[config.mk]
export PLATFORM = sky130hd
export DESIGN_NAME = load_cell_trimmed_weigher
export DESIGN_NICKNAME = d
export VERILOG_FILES = /design/src/design/lctw_pkg.sv /design/src/design/lctw_div.sv /design/src/design/lctw_ctrl.sv /design/src/design/lctw_dp.sv /design/src/design/load_cell_trimmed_weigher.sv
export SDC_FILE = /design/constraint.sdc
export NUM_CORES = 2
export LEC_CHECK = 0
export BUFFER_PORTS_ARGS = -buffer_cell sky130_fd_sc_hd__buf_2
export CORE_MARGIN = 5
export CORE_UTILIZATION = 30
export CTS_BUF_LIST = sky130_fd_sc_hd__clkbuf_8
export DETAILED_ROUTE_END_ITERATION = 10
export PLACE_DENSITY = 0.53
export REMOVE_ABC_BUFFERS = 1
export SYNTH_ARGS = -nofsm -noshare
export SYNTH_HDL_FRONTEND = slang
export SYNTH_SLANG_ARGS = --single-unit
export TNS_END_PERCENT = 5
[constraint.sdc]
create_clock -name clock -period 12.8 [get_ports clock]
set_clock_uncertainty 0.2 [all_clocks]
set_input_delay 1.28 -clock clock [delete_from_list [all_inputs] [get_ports clock]]
set_output_delay 1.28 -clock clock [all_outputs]
set_load 0.005 [all_outputs]
[src/design/lctw_pkg.sv]
`timescale 1ns / 1ps
`default_nettype none
package lctw_pkg;

   localparam int ADC_W        = 24;
   localparam int CALW_W       = 16;
   localparam int DB_W         = 16;
   localparam int MAXW_W       = 23;
   localparam int CENTI_W      = 7;
   localparam int PROD1_W      = ADC_W + CALW_W;
   localparam int PROD_W       = PROD1_W + CENTI_W;
   localparam int DIVD_W       = PROD_W;
   localparam int DIVS_W       = ADC_W;
   localparam int DIV_CNT_W    = $clog2(DIVD_W + 1);
   localparam int CSR_ADDR_W   = 2;
   localparam int CSR_DATA_W   = ADC_W;
   localparam int RSP_FIELDS_W = MAXW_W + ADC_W + 2;
   localparam int RSP_DATA_W   = ((RSP_FIELDS_W + 7) / 8) * 8;

   localparam int SAMPLES_PER_BATCH_DEF = 8;

   localparam logic [ADC_W-1:0]   SIGN_FLIP       = 24'h800000;
   localparam logic [CENTI_W-1:0] CENTI_PER_GRAM  = 7'd100;
   localparam logic [ADC_W-1:0]   CAL_RAW_RST     = 24'd8493860;
   localparam logic [CALW_W-1:0]  CAL_WEIGHT_RST  = 16'd100;
   localparam logic [DB_W-1:0]    DEADBAND_RST    = 16'd20;
   localparam logic [MAXW_W-1:0]  MAX_WEIGHT_RST  = 23'd500000;

   typedef enum logic [CSR_ADDR_W-1:0] {
      REG_CAL_RAW    = 2'd0,
      REG_CAL_WEIGHT = 2'd1,
      REG_DEADBAND   = 2'd2,
      REG_MAX_WEIGHT = 2'd3
   } csr_reg_type;

   typedef enum logic [3:0] {
      ST_IDLE,
      ST_MEAN,
      ST_MEAN_WAIT,
      ST_CHECK,
      ST_MUL_B,
      ST_WDIV,
      ST_WDIV_WAIT,
      ST_DONE
   } lctw_state_type;

   typedef struct packed {
      logic        take;
      logic        mean_start;
      logic        div_start;
      logic        set_tare;
      logic        set_trim;
      logic        set_cal_err;
      logic        mul_a;
      logic        mul_b;
      logic        set_weight;
      logic        finish;
   } lctw_cmd_type;

   typedef struct packed {
      logic full;
      logic count_last;
      logic rsp_pending;
      logic div_busy;
      logic div_done;
      logic batch_weigh;
      logic trim_above;
      logic cal_above;
   } lctw_status_type;

endpackage
`default_nettype wire

[src/design/lctw_div.sv]
`timescale 1ns / 1ps
`default_nettype none
module lctw_div
   import lctw_pkg::*;
(
   input  wire logic              clock,
   input  wire logic              reset,
   input  wire logic              start,
   input  wire logic [DIVD_W-1:0] dividend,
   input  wire logic [DIVS_W-1:0] divisor,
   output logic                   busy,
   output logic                   done,
   output logic [DIVD_W-1:0]      quotient
);

   logic [DIVS_W-1:0]    rem_ff, rem_in;
   logic [DIVD_W-1:0]    quo_ff, quo_in;
   logic [DIVS_W-1:0]    dvs_ff, dvs_in;
   logic [DIV_CNT_W-1:0] cnt_ff, cnt_in;
   logic                 busy_ff, busy_in;
   logic                 done_ff, done_in;
   logic [DIVS_W:0]      trial;
   logic [DIVS_W:0]      trial_sub;
   logic                 trial_ge;

   assign trial     = {rem_ff, quo_ff[DIVD_W-1]};
   assign trial_sub = trial - {1'b0, dvs_ff};
   assign trial_ge  = (trial >= {1'b0, dvs_ff});

   always_comb begin
      rem_in  = rem_ff;
      quo_in  = quo_ff;
      dvs_in  = dvs_ff;
      cnt_in  = cnt_ff;
      busy_in = busy_ff;
      done_in = 1'b0;
      if (start) begin
         rem_in  = '0;
         quo_in  = dividend;
         dvs_in  = divisor;
         cnt_in  = DIV_CNT_W'(DIVD_W);
         busy_in = 1'b1;
      end else if (busy_ff) begin
         rem_in = trial_ge ? trial_sub[DIVS_W-1:0] : trial[DIVS_W-1:0];
         quo_in = {quo_ff[DIVD_W-2:0], trial_ge};
         cnt_in = cnt_ff - 1'b1;
         if (cnt_ff == DIV_CNT_W'(1)) begin
            busy_in = 1'b0;
            done_in = 1'b1;
         end
      end
   end

   always_ff @(posedge clock) begin
      if (reset) begin
         cnt_ff  <= '0;
         busy_ff <= 1'b0;
         done_ff <= 1'b0;
      end else begin
         cnt_ff  <= cnt_in;
         busy_ff <= busy_in;
         done_ff <= done_in;
      end
   end

   always_ff @(posedge clock) begin
      rem_ff <= rem_in;
      quo_ff <= quo_in;
      dvs_ff <= dvs_in;
   end

   assign busy     = busy_ff;
   assign done     = done_ff;
   assign quotient = quo_ff;

endmodule
`default_nettype wire

[src/design/lctw_ctrl.sv]
`timescale 1ns / 1ps
`default_nettype none
module lctw_ctrl
   import lctw_pkg::*;
(
   input  wire logic            clock,
   input  wire logic            reset,
   input  wire logic            req_tvalid,
   output logic                 req_tready,
   input  wire lctw_status_type status,
   output lctw_cmd_type         cmd
);

   lctw_state_type state_ff, state_in;

   assign req_tready = (state_ff == ST_IDLE) && !status.full
                       && !(status.rsp_pending && status.count_last);

   always_comb begin
      state_in    = state_ff;
      cmd         = '0;
      cmd.take    = req_tvalid && req_tready;
      unique case (state_ff)
         ST_IDLE: begin
            if (status.full) begin
               state_in = ST_MEAN;
            end
         end
         ST_MEAN: begin
            cmd.mean_start = 1'b1;
            state_in       = ST_MEAN_WAIT;
         end
         ST_MEAN_WAIT: begin
            if (status.batch_weigh) begin
               cmd.set_trim = 1'b1;
               state_in     = ST_CHECK;
            end else begin
               cmd.set_tare = 1'b1;
               state_in     = ST_DONE;
            end
         end
         ST_CHECK: begin
            priority if (!status.trim_above) begin
               state_in = ST_DONE;
            end else if (!status.cal_above) begin
               cmd.set_cal_err = 1'b1;
               state_in        = ST_DONE;
            end else begin
               cmd.mul_a = 1'b1;
               state_in  = ST_MUL_B;
            end
         end
         ST_MUL_B: begin
            cmd.mul_b = 1'b1;
            state_in  = ST_WDIV;
         end
         ST_WDIV: begin
            cmd.div_start = 1'b1;
            state_in      = ST_WDIV_WAIT;
         end
         ST_WDIV_WAIT: begin
            if (status.div_done) begin
               cmd.set_weight = 1'b1;
               state_in       = ST_DONE;
            end
         end
         ST_DONE: begin
            cmd.finish = 1'b1;
            state_in   = ST_IDLE;
         end
         default: begin
            state_in = ST_IDLE;
         end
      endcase
   end

   always_ff @(posedge clock) begin
      if (reset) begin
         state_ff <= ST_IDLE;
      end else begin
         state_ff <= state_in;
      end
   end

endmodule
`default_nettype wire

[src/design/lctw_dp.sv]
`timescale 1ns / 1ps
`default_nettype none
module lctw_dp
   import lctw_pkg::*;
#(
   parameter int SAMPLES_PER_BATCH = SAMPLES_PER_BATCH_DEF
)
(
   input  wire logic                  clock,
   input  wire logic                  reset,
   input  wire lctw_cmd_type          cmd,
   input  wire logic [ADC_W-1:0]      req_tdata,
   input  wire logic                  req_tuser,
   input  wire logic [ADC_W-1:0]      cal_raw,
   input  wire logic [CALW_W-1:0]     cal_weight,
   input  wire logic [DB_W-1:0]       deadband,
   input  wire logic [MAXW_W-1:0]     max_weight,
   input  wire logic                  rsp_tready,
   output lctw_status_type            status,
   output logic                       rsp_tvalid,
   output logic [RSP_DATA_W-1:0]      rsp_tdata,
   output logic                       rsp_tuser
);

   localparam int CNT_W    = $clog2(SAMPLES_PER_BATCH + 1);
   localparam int SUM_W    = ADC_W + $clog2(SAMPLES_PER_BATCH);
   localparam int TRIM_DIV = SAMPLES_PER_BATCH - 2;
   localparam int RECIP_W  = SUM_W + 1;
   localparam int QPROD_W  = SUM_W + RECIP_W;
   localparam int MEAN_SH  = SUM_W + $clog2(SAMPLES_PER_BATCH);
   localparam int TRIM_SH  = SUM_W + $clog2(TRIM_DIV);
   // ceil(2^sh / n): exact floor division for any dividend below 2^SUM_W
   localparam logic [RECIP_W-1:0] MEAN_RECIP =
      RECIP_W'(((64'd1 << MEAN_SH) + 64'(SAMPLES_PER_BATCH - 1)) / 64'(SAMPLES_PER_BATCH));
   localparam logic [RECIP_W-1:0] TRIM_RECIP =
      RECIP_W'(((64'd1 << TRIM_SH) + 64'(TRIM_DIV - 1)) / 64'(TRIM_DIV));

   logic [CNT_W-1:0]   count_ff, count_in;
   logic               kind_ff, kind_in;
   logic [SUM_W-1:0]   sum_ff, sum_in;
   logic [ADC_W-1:0]   max_ff, max_in;
   logic [ADC_W-1:0]   min_ff, min_in;
   logic [ADC_W-1:0]   tare_ff, tare_in;
   logic               cal_err_ff, cal_err_in;
   logic               rsp_valid_ff, rsp_valid_in;

   logic [ADC_W-1:0]   trim_ff, trim_in;
   logic [QPROD_W-1:0] qprod_ff, qprod_in;
   logic [PROD1_W-1:0] prod1_ff, prod1_in;
   logic [PROD_W-1:0]  prod2_ff, prod2_in;
   logic [MAXW_W-1:0]  weight_ff, weight_in;
   logic               sat_ff, sat_in;
   logic               rsp_kind_ff, rsp_kind_in;
   logic [MAXW_W-1:0]  rsp_weight_ff, rsp_weight_in;
   logic [ADC_W-1:0]   rsp_tare_ff, rsp_tare_in;
   logic               rsp_err_ff, rsp_err_in;
   logic               rsp_sat_ff, rsp_sat_in;

   logic [ADC_W-1:0]   code;
   logic               restart;
   logic [CNT_W-1:0]   base_count;
   logic [SUM_W-1:0]   base_sum;
   logic [ADC_W-1:0]   base_max;
   logic [ADC_W-1:0]   base_min;
   logic [SUM_W-1:0]   trim_sum;
   logic [SUM_W-1:0]   mean_src;
   logic [RECIP_W-1:0] mean_recip;
   logic [ADC_W-1:0]   mean_quo;
   logic [ADC_W-1:0]   diff;
   logic [ADC_W-1:0]   cdiff;

   logic [DIVD_W-1:0]  div_dividend;
   logic [DIVS_W-1:0]  div_divisor;
   logic               div_busy;
   logic               div_done;
   logic [DIVD_W-1:0]  div_quo;

   assign code       = req_tdata ^ SIGN_FLIP;
   assign restart    = (count_ff != '0) && (req_tuser != kind_ff);
   assign base_count = restart ? '0 : count_ff;
   assign base_sum   = restart ? '0 : sum_ff;
   assign base_max   = restart ? '0 : max_ff;
   assign base_min   = restart ? '1 : min_ff;
   assign trim_sum   = sum_ff - SUM_W'(max_ff) - SUM_W'(min_ff);
   assign mean_src   = kind_ff ? trim_sum : sum_ff;
   assign mean_recip = kind_ff ? TRIM_RECIP : MEAN_RECIP;
   assign mean_quo   = kind_ff ? qprod_ff[TRIM_SH +: ADC_W] : qprod_ff[MEAN_SH +: ADC_W];
   assign diff       = trim_ff - tare_ff;
   assign cdiff      = cal_raw - tare_ff;

   assign div_dividend = prod2_ff;
   assign div_divisor  = cdiff;

   lctw_div u_div (
      .clock    (clock),
      .reset    (reset),
      .start    (cmd.div_start),
      .dividend (div_dividend),
      .divisor  (div_divisor),
      .busy     (div_busy),
      .done     (div_done),
      .quotient (div_quo)
   );

   always_comb begin
      count_in   = count_ff;
      kind_in    = kind_ff;
      sum_in     = sum_ff;
      max_in     = max_ff;
      min_in     = min_ff;
      tare_in    = tare_ff;
      cal_err_in = cal_err_ff;
      trim_in    = trim_ff;
      qprod_in   = qprod_ff;
      prod1_in   = prod1_ff;
      prod2_in   = prod2_ff;
      weight_in  = weight_ff;
      sat_in     = sat_ff;

      if (cmd.take) begin
         count_in = base_count + 1'b1;
         kind_in  = req_tuser;
         sum_in   = base_sum + SUM_W'(code);
         max_in   = (code > base_max) ? code : base_max;
         min_in   = (code < base_min) ? code : base_min;
      end
      if (cmd.mean_start) begin
         qprod_in  = QPROD_W'(mean_src) * QPROD_W'(mean_recip);
         weight_in = '0;
         sat_in    = 1'b0;
      end
      if (cmd.set_tare) begin
         tare_in = mean_quo;
      end
      if (cmd.set_trim) begin
         trim_in = mean_quo;
      end
      if (cmd.set_cal_err) begin
         cal_err_in = 1'b1;
      end
      if (cmd.mul_a) begin
         prod1_in = PROD1_W'(diff) * PROD1_W'(cal_weight);
      end
      if (cmd.mul_b) begin
         prod2_in = PROD_W'(prod1_ff) * PROD_W'(CENTI_PER_GRAM);
      end
      if (cmd.set_weight) begin
         cal_err_in = 1'b0;
         priority if (div_quo < DIVD_W'(deadband)) begin
            weight_in = '0;
            sat_in    = 1'b0;
         end else if (div_quo > DIVD_W'(max_weight)) begin
            weight_in = max_weight;
            sat_in    = 1'b1;
         end else begin
            weight_in = div_quo[MAXW_W-1:0];
            sat_in    = 1'b0;
         end
      end
      if (cmd.finish) begin
         count_in = '0;
         sum_in   = '0;
         max_in   = '0;
         min_in   = '1;
      end
   end

   always_comb begin
      rsp_valid_in  = rsp_valid_ff;
      rsp_kind_in   = rsp_kind_ff;
      rsp_weight_in = rsp_weight_ff;
      rsp_tare_in   = rsp_tare_ff;
      rsp_err_in    = rsp_err_ff;
      rsp_sat_in    = rsp_sat_ff;
      if (cmd.finish) begin
         rsp_valid_in  = 1'b1;
         rsp_kind_in   = kind_ff;
         rsp_weight_in = weight_ff;
         rsp_tare_in   = tare_ff;
         rsp_err_in    = cal_err_ff;
         rsp_sat_in    = sat_ff;
      end else if (rsp_tready) begin
         rsp_valid_in = 1'b0;
      end
   end

   always_ff @(posedge clock) begin
      if (reset) begin
         count_ff     <= '0;
         kind_ff      <= 1'b0;
         sum_ff       <= '0;
         max_ff       <= '0;
         min_ff       <= '1;
         tare_ff      <= '0;
         cal_err_ff   <= 1'b0;
         rsp_valid_ff <= 1'b0;
      end else begin
         count_ff     <= count_in;
         kind_ff      <= kind_in;
         sum_ff       <= sum_in;
         max_ff       <= max_in;
         min_ff       <= min_in;
         tare_ff      <= tare_in;
         cal_err_ff   <= cal_err_in;
         rsp_valid_ff <= rsp_valid_in;
      end
   end

   always_ff @(posedge clock) begin
      trim_ff       <= trim_in;
      qprod_ff      <= qprod_in;
      prod1_ff      <= prod1_in;
      prod2_ff      <= prod2_in;
      weight_ff     <= weight_in;
      sat_ff        <= sat_in;
      rsp_kind_ff   <= rsp_kind_in;
      rsp_weight_ff <= rsp_weight_in;
      rsp_tare_ff   <= rsp_tare_in;
      rsp_err_ff    <= rsp_err_in;
      rsp_sat_ff    <= rsp_sat_in;
   end

   assign status.full        = (count_ff == CNT_W'(SAMPLES_PER_BATCH));
   assign status.count_last  = (count_ff == CNT_W'(SAMPLES_PER_BATCH - 1));
   assign status.rsp_pending = rsp_valid_ff;
   assign status.div_busy    = div_busy;
   assign status.div_done    = div_done;
   assign status.batch_weigh = kind_ff;
   assign status.trim_above  = (trim_ff > tare_ff);
   assign status.cal_above   = (cal_raw > tare_ff);

   assign rsp_tvalid = rsp_valid_ff;
   assign rsp_tuser  = rsp_kind_ff;
   assign rsp_tdata  = {(RSP_DATA_W - RSP_FIELDS_W)'(0), rsp_sat_ff, rsp_err_ff,
                        rsp_tare_ff, rsp_weight_ff};

endmodule
`default_nettype wire

[src/design/load_cell_trimmed_weigher.sv]
// Sequence: after a batch's last sample the FSM passes ST_MEAN and ST_MEAN_WAIT; a tare batch
// then goes to ST_DONE, a weigh batch to ST_CHECK and then ST_DONE or, if it runs the 47-step
// restoring divider, via ST_MUL_B, ST_WDIV and ST_WDIV_WAIT. ST_DONE raises rsp_tvalid.
// Throughput: one sample per cycle inside a batch; the batch-ending sample holds off input
// until the FSM is back in ST_IDLE; a last sample also waits while a result is unaccepted.
// Reset (synchronous, active high) restores register defaults, clears tare, flag, batch, result.
`timescale 1ns / 1ps
`default_nettype none
module load_cell_trimmed_weigher
   import lctw_pkg::*;
#(
   parameter int SAMPLES_PER_BATCH = SAMPLES_PER_BATCH_DEF
)
(
   input  wire logic                  clock,
   input  wire logic                  reset,
   input  wire logic                  req_tvalid,
   output logic                       req_tready,
   input  wire logic [ADC_W-1:0]      req_tdata,  // adc_code
   input  wire logic                  req_tuser,  // req_type
   output logic                       rsp_tvalid,
   input  wire logic                  rsp_tready,
   // weight_centigrams[22:0], tare_value[46:23], cal_error[47], saturated[48], zero fill
   output logic [RSP_DATA_W-1:0]      rsp_tdata,
   output logic                       rsp_tuser,  // result_kind
   input  wire logic                  csr_we,
   input  wire logic [CSR_ADDR_W-1:0] csr_addr,
   input  wire logic [CSR_DATA_W-1:0] csr_wdata
);

   logic [ADC_W-1:0]  cal_raw_ff, cal_raw_in;
   logic [CALW_W-1:0] cal_weight_ff, cal_weight_in;
   logic [DB_W-1:0]   deadband_ff, deadband_in;
   logic [MAXW_W-1:0] max_weight_ff, max_weight_in;

   lctw_cmd_type    cmd;
   lctw_status_type status;

   always_comb begin
      cal_raw_in    = cal_raw_ff;
      cal_weight_in = cal_weight_ff;
      deadband_in   = deadband_ff;
      max_weight_in = max_weight_ff;
      if (csr_we) begin
         unique case (csr_reg_type'(csr_addr))
            REG_CAL_RAW:    cal_raw_in    = csr_wdata[ADC_W-1:0];
            REG_CAL_WEIGHT: cal_weight_in = csr_wdata[CALW_W-1:0];
            REG_DEADBAND:   deadband_in   = csr_wdata[DB_W-1:0];
            REG_MAX_WEIGHT: max_weight_in = csr_wdata[MAXW_W-1:0];
            default:        cal_raw_in    = cal_raw_ff;
         endcase
      end
   end

   always_ff @(posedge clock) begin
      if (reset) begin
         cal_raw_ff    <= CAL_RAW_RST;
         cal_weight_ff <= CAL_WEIGHT_RST;
         deadband_ff   <= DEADBAND_RST;
         max_weight_ff <= MAX_WEIGHT_RST;
      end else begin
         cal_raw_ff    <= cal_raw_in;
         cal_weight_ff <= cal_weight_in;
         deadband_ff   <= deadband_in;
         max_weight_ff <= max_weight_in;
      end
   end

   lctw_ctrl u_ctrl (
      .clock      (clock),
      .reset      (reset),
      .req_tvalid (req_tvalid),
      .req_tready (req_tready),
      .status     (status),
      .cmd        (cmd)
   );

   lctw_dp #(
      .SAMPLES_PER_BATCH (SAMPLES_PER_BATCH)
   ) u_dp (
      .clock      (clock),
      .reset      (reset),
      .cmd        (cmd),
      .req_tdata  (req_tdata),
      .req_tuser  (req_tuser),
      .cal_raw    (cal_raw_ff),
      .cal_weight (cal_weight_ff),
      .deadband   (deadband_ff),
      .max_weight (max_weight_ff),
      .rsp_tready (rsp_tready),
      .status     (status),
      .rsp_tvalid (rsp_tvalid),
      .rsp_tdata  (rsp_tdata),
      .rsp_tuser  (rsp_tuser)
   );

`ifndef SYNTHESIS
   a_no_take_while_dividing: assert property (@(posedge clock) disable iff (reset)
      status.div_busy |-> !req_tready)
      else $error("input accepted while divider busy");

   a_no_result_overwrite: assert property (@(posedge clock) disable iff (reset)
      cmd.finish |-> !rsp_tvalid)
      else $error("pending result overwritten");

   a_divider_starts: assert property (@(posedge clock) disable iff (reset)
      cmd.div_start |=> status.div_busy)
      else $error("divider did not start");
`endif

endmodule
`default_nettype wire
==> results.md <==
- Status: finished clean
- Aggregate routed wire length: around 140 mm
- Initial DRC count: ~2100
- Final Critical Period: 10.35 ns
- CTS tree: built
- DP Cell Count: ~8000
- Main synth FF type: edfxtp_1
- Largest net degree at the start of global routing: between 70 and 80
- Final Hold Fails: 0
- Synth top cells by count: inv_1, nand2_1, ha_1
- Max-slew violation count: 0
- Total congestion overflow: 0
- WP data arrival: roughly 11 ns
- Max stage delay on crit path: a little under 0.8 ns
- Power Dens Cells: between 200 and 250 mW/mm^2
- Crit Path Category: flip-flop to flip-flop
- Most used standard cell by instance count after synthesis: inv_1
- Clock Sinks: between 400 and 500
- WL/cell: around 18 um
- Max cap viols: 0
- Post-DP Area: 0.0557 sq mm
- Post-synthesis cell type count: 95
- Post-synthesis async set-or-reset flop share: 0
- First-pass GRT wire length: roughly 230 mm
- Slowest-stage cell, CP: fa_1
- Core area: 0.174 sq mm
- FMAX: ~97 MHz
- Syn Inst Count: 5639
- HP Class: flip-flop to flip-flop
- Post-DP HPWL: around 110 mm
- Deepest clock path buffer count: 3
- Non-Filler Instances: between 8000 and 9000
- Synth area leaders: fa_1, ha_1, edfxtp_1
- CP required: roughly 13 ns
- Clock Pin Slew Worst Setup and Hold Paths: 0.06 ns
- Multi-input logic area: between 0.03 and 0.04 sq mm
- Final WS setup: approximately 2.5 ns
- Die area: ~0.18 sq mm
- # fillers: 18300
- GPL Wtd Cong: just under 0.9
- VDD IR max: 0.000275 V
- Final worst-path cycle share: 0.808
- Worst skew pair latency: approximately 0.77 ns
- Register area share after synthesis: 0.244
- RSZ-0062 raised after global routing: false
- EDFF count, synth: 278
- Synth warn: 0
- Post-CTS sizing: 0
- Drc violations: 0
- # rows: between 150 and 200
- Relative slew slack: 0.207
- Tot GR Track Use: 0.158
- Number of global-route vias before repair: approximately 40000
- Final setup fails: 0
- Htree depth: 3
- Kind of start point of the critical path: flip-flop
- Post-Syn Area: approximately 0.052 sq mm
- Vias per cell: 4.75
- IO Count: approximately 120
- Via count: 38600
- Slew @ Worst Pin: approximately 1.2 ns
- Yosys top cell by area: fa_1
- Initial Util: 0.301
- Fin nets: ~7000
- Crit path top cell by count: fa_1
- Drt first pass iters: 6
- Maximum fanout along the worst path: 6
- Share of layout cells above drive strength 1: 0.0620
- Die Wd: around 430 um
- Die Y: 428 um
- Pre-CTS WS: around 2.5 ns
- Setup Fix Bufs, Post-CTS: 0
- Final Total Pwr: 12.2 mW
- Mean Syn Cell Area: between 9 and 10 sq um
- Reg area: roughly 0.013 sq mm
- Leakage: between 20 and 30 nW
- Routed Antenna Nets: 0
- Inserted Clock Buffers: 87
- IO buf count: ~110
- Design area: ~0.057 sq mm
- Setup crit end kind: flip-flop
- Yosys reg bits: 498
- Root Buffer: clkbuf_8
- Hold_buf cts: 0
- Setup TNS: 0 ns
- Area grow syn2layout: 9.78%
- Synth top area share: 0.219
- Initial antenna violation count: 4
[state kept, by name (all words and copies together), names as in the netlist, 3 cells and up]
| register | count |
|---|---|
| u_dp.min_ff | 24 |
| cal_raw_ff | 24 |
| u_dp.div_dividend | 45 |
| u_dp.u_div.rem_ff | 24 |
| u_dp.u_div.dvs_ff | 24 |
| deadband_ff | 16 |
| u_dp.weight_ff | 23 |
| u_ctrl.state_ff | 3 |
| u_dp.max_ff | 24 |
| max_weight_ff | 23 |
| u_dp.qprod_ff | 24 |
| u_dp.rsp_weight_ff | 23 |
| cal_weight_ff | 16 |
| u_dp.rsp_tare_ff | 24 |
| u_dp.count_ff | 4 |
| u_dp.tare_ff | 24 |
| u_dp.u_div.cnt_ff | 6 |
| u_dp.prod1_ff | 40 |
| u_dp.sum_ff | 27 |
| u_dp.trim_ff | 24 |
| u_dp.u_div.quotient | 47 |
[report_power, final]
part / switching (mW) / internal [mW] / leakage [nW]
Sequential: 0.104 / 2.03 / 4.32
Combinational: 5.13 / 3.39 / 22.0
Clock: 0.729 / 0.799 / 1.02
[critical path, delay by kind of cell (launching register included)]
family	cells	cell delay, ns
AO/OA/AOI/OAI	12	2.80
XOR/XNOR	2	0.30
flip-flops	1	0.34
buffers and inverters	5	0.40
adder cells (fa/ha/maj)	10	4.73
AND/OR/NAND/NOR	6	1.28
[layout by cell type, fill, tap and decap left out, types with 13 or more instances in the layout]
cell type  Yosys  layout
nor3_1        60      58
a31oi_1       15      15
o21ai_0      131     131
a21oi_1      338     338
inv_1       1039    1064
xor2_1        65      63
xnor2_1      141     141
o22a_1        27      27
or3_1         14      14
a211oi_1      24      24
dfxtp_1      220     217
nor2b_1       56      56
buf_4         10      69
nor2_1       226     223
nand2b_1      42      41
fa_1         573     573
and2_1       137     135
clkinv_2       0      16
buf_2         11     106
nand2_1      780     780
o21bai_1      32      32
a21o_1       138     138
nand4_1       44      44
clkbuf_8       0      95
mux2i_1       41      41
a22o_1        26      26
nand3b_1      20      20
nor4_1        24      24
o21a_1        30      30
nand3_1       67      67
o21ai_1       14      13
edfxtp_1     278     278
ha_1         671     671
[cells by family (layout without fill, tap and decap cells)]
logic type      count (synthesis)  after routing  synth area share
simple gates                 1518           1518             0.132
fa+ha+maj                    1244           1244             0.379
buf+inv                      1221           1378            0.0885
compound gates                907            907             0.113
flops                         498            498             0.244
xor+xnor                      208            208            0.0351
mux                            42             42           0.00805
other cells                     1             12         0.0000716
[path summary, 6_finish.rpt]
path                           start                endpoint  slack [ns]  depth (start not counted)
hold reg to reg   u_dp.weight_ff[22]  u_dp.rsp_weight_ff[22]        0.22                          0
setup / recovery      u_dp.min_ff[7]       u_dp.qprod_ff[50]        2.45                         35
hold / removal    u_dp.weight_ff[22]  u_dp.rsp_weight_ff[22]        0.22                          0
setup reg to reg      u_dp.min_ff[7]       u_dp.qprod_ff[50]        2.45                         35
[metal layers]
layer	GRT usage	up-vias	share of wire
met1	0.213	19100	0.46
met2	0.267	772	0.47
met5	0	-	0
met3	0.0211	186	0.041
li1	-	18600	-
met4	0.0449	0	0.026
[through the flow]
step                hold slack [ns]   util
global route                  0.222  0.331
detailed placement            0.205  0.320
CTS                           0.217  0.331
global placement              0.200  0.320
finish                        0.218  0.331
floorplan                     0.200      -
[area by class of cell]
type	instances	area share
Antenna cell	5	0.000218
Clock buffer	95	0.0227
Clock inverter	68	0.00840
Inverter	1040	0.0679
Multi-Input combinational cell	3926	0.610
Sequential cell	498	0.222
Tap cell	2325	0.0506
Timing Repair Buffer	175	0.0182
Power figures use the tool's default switching activity.
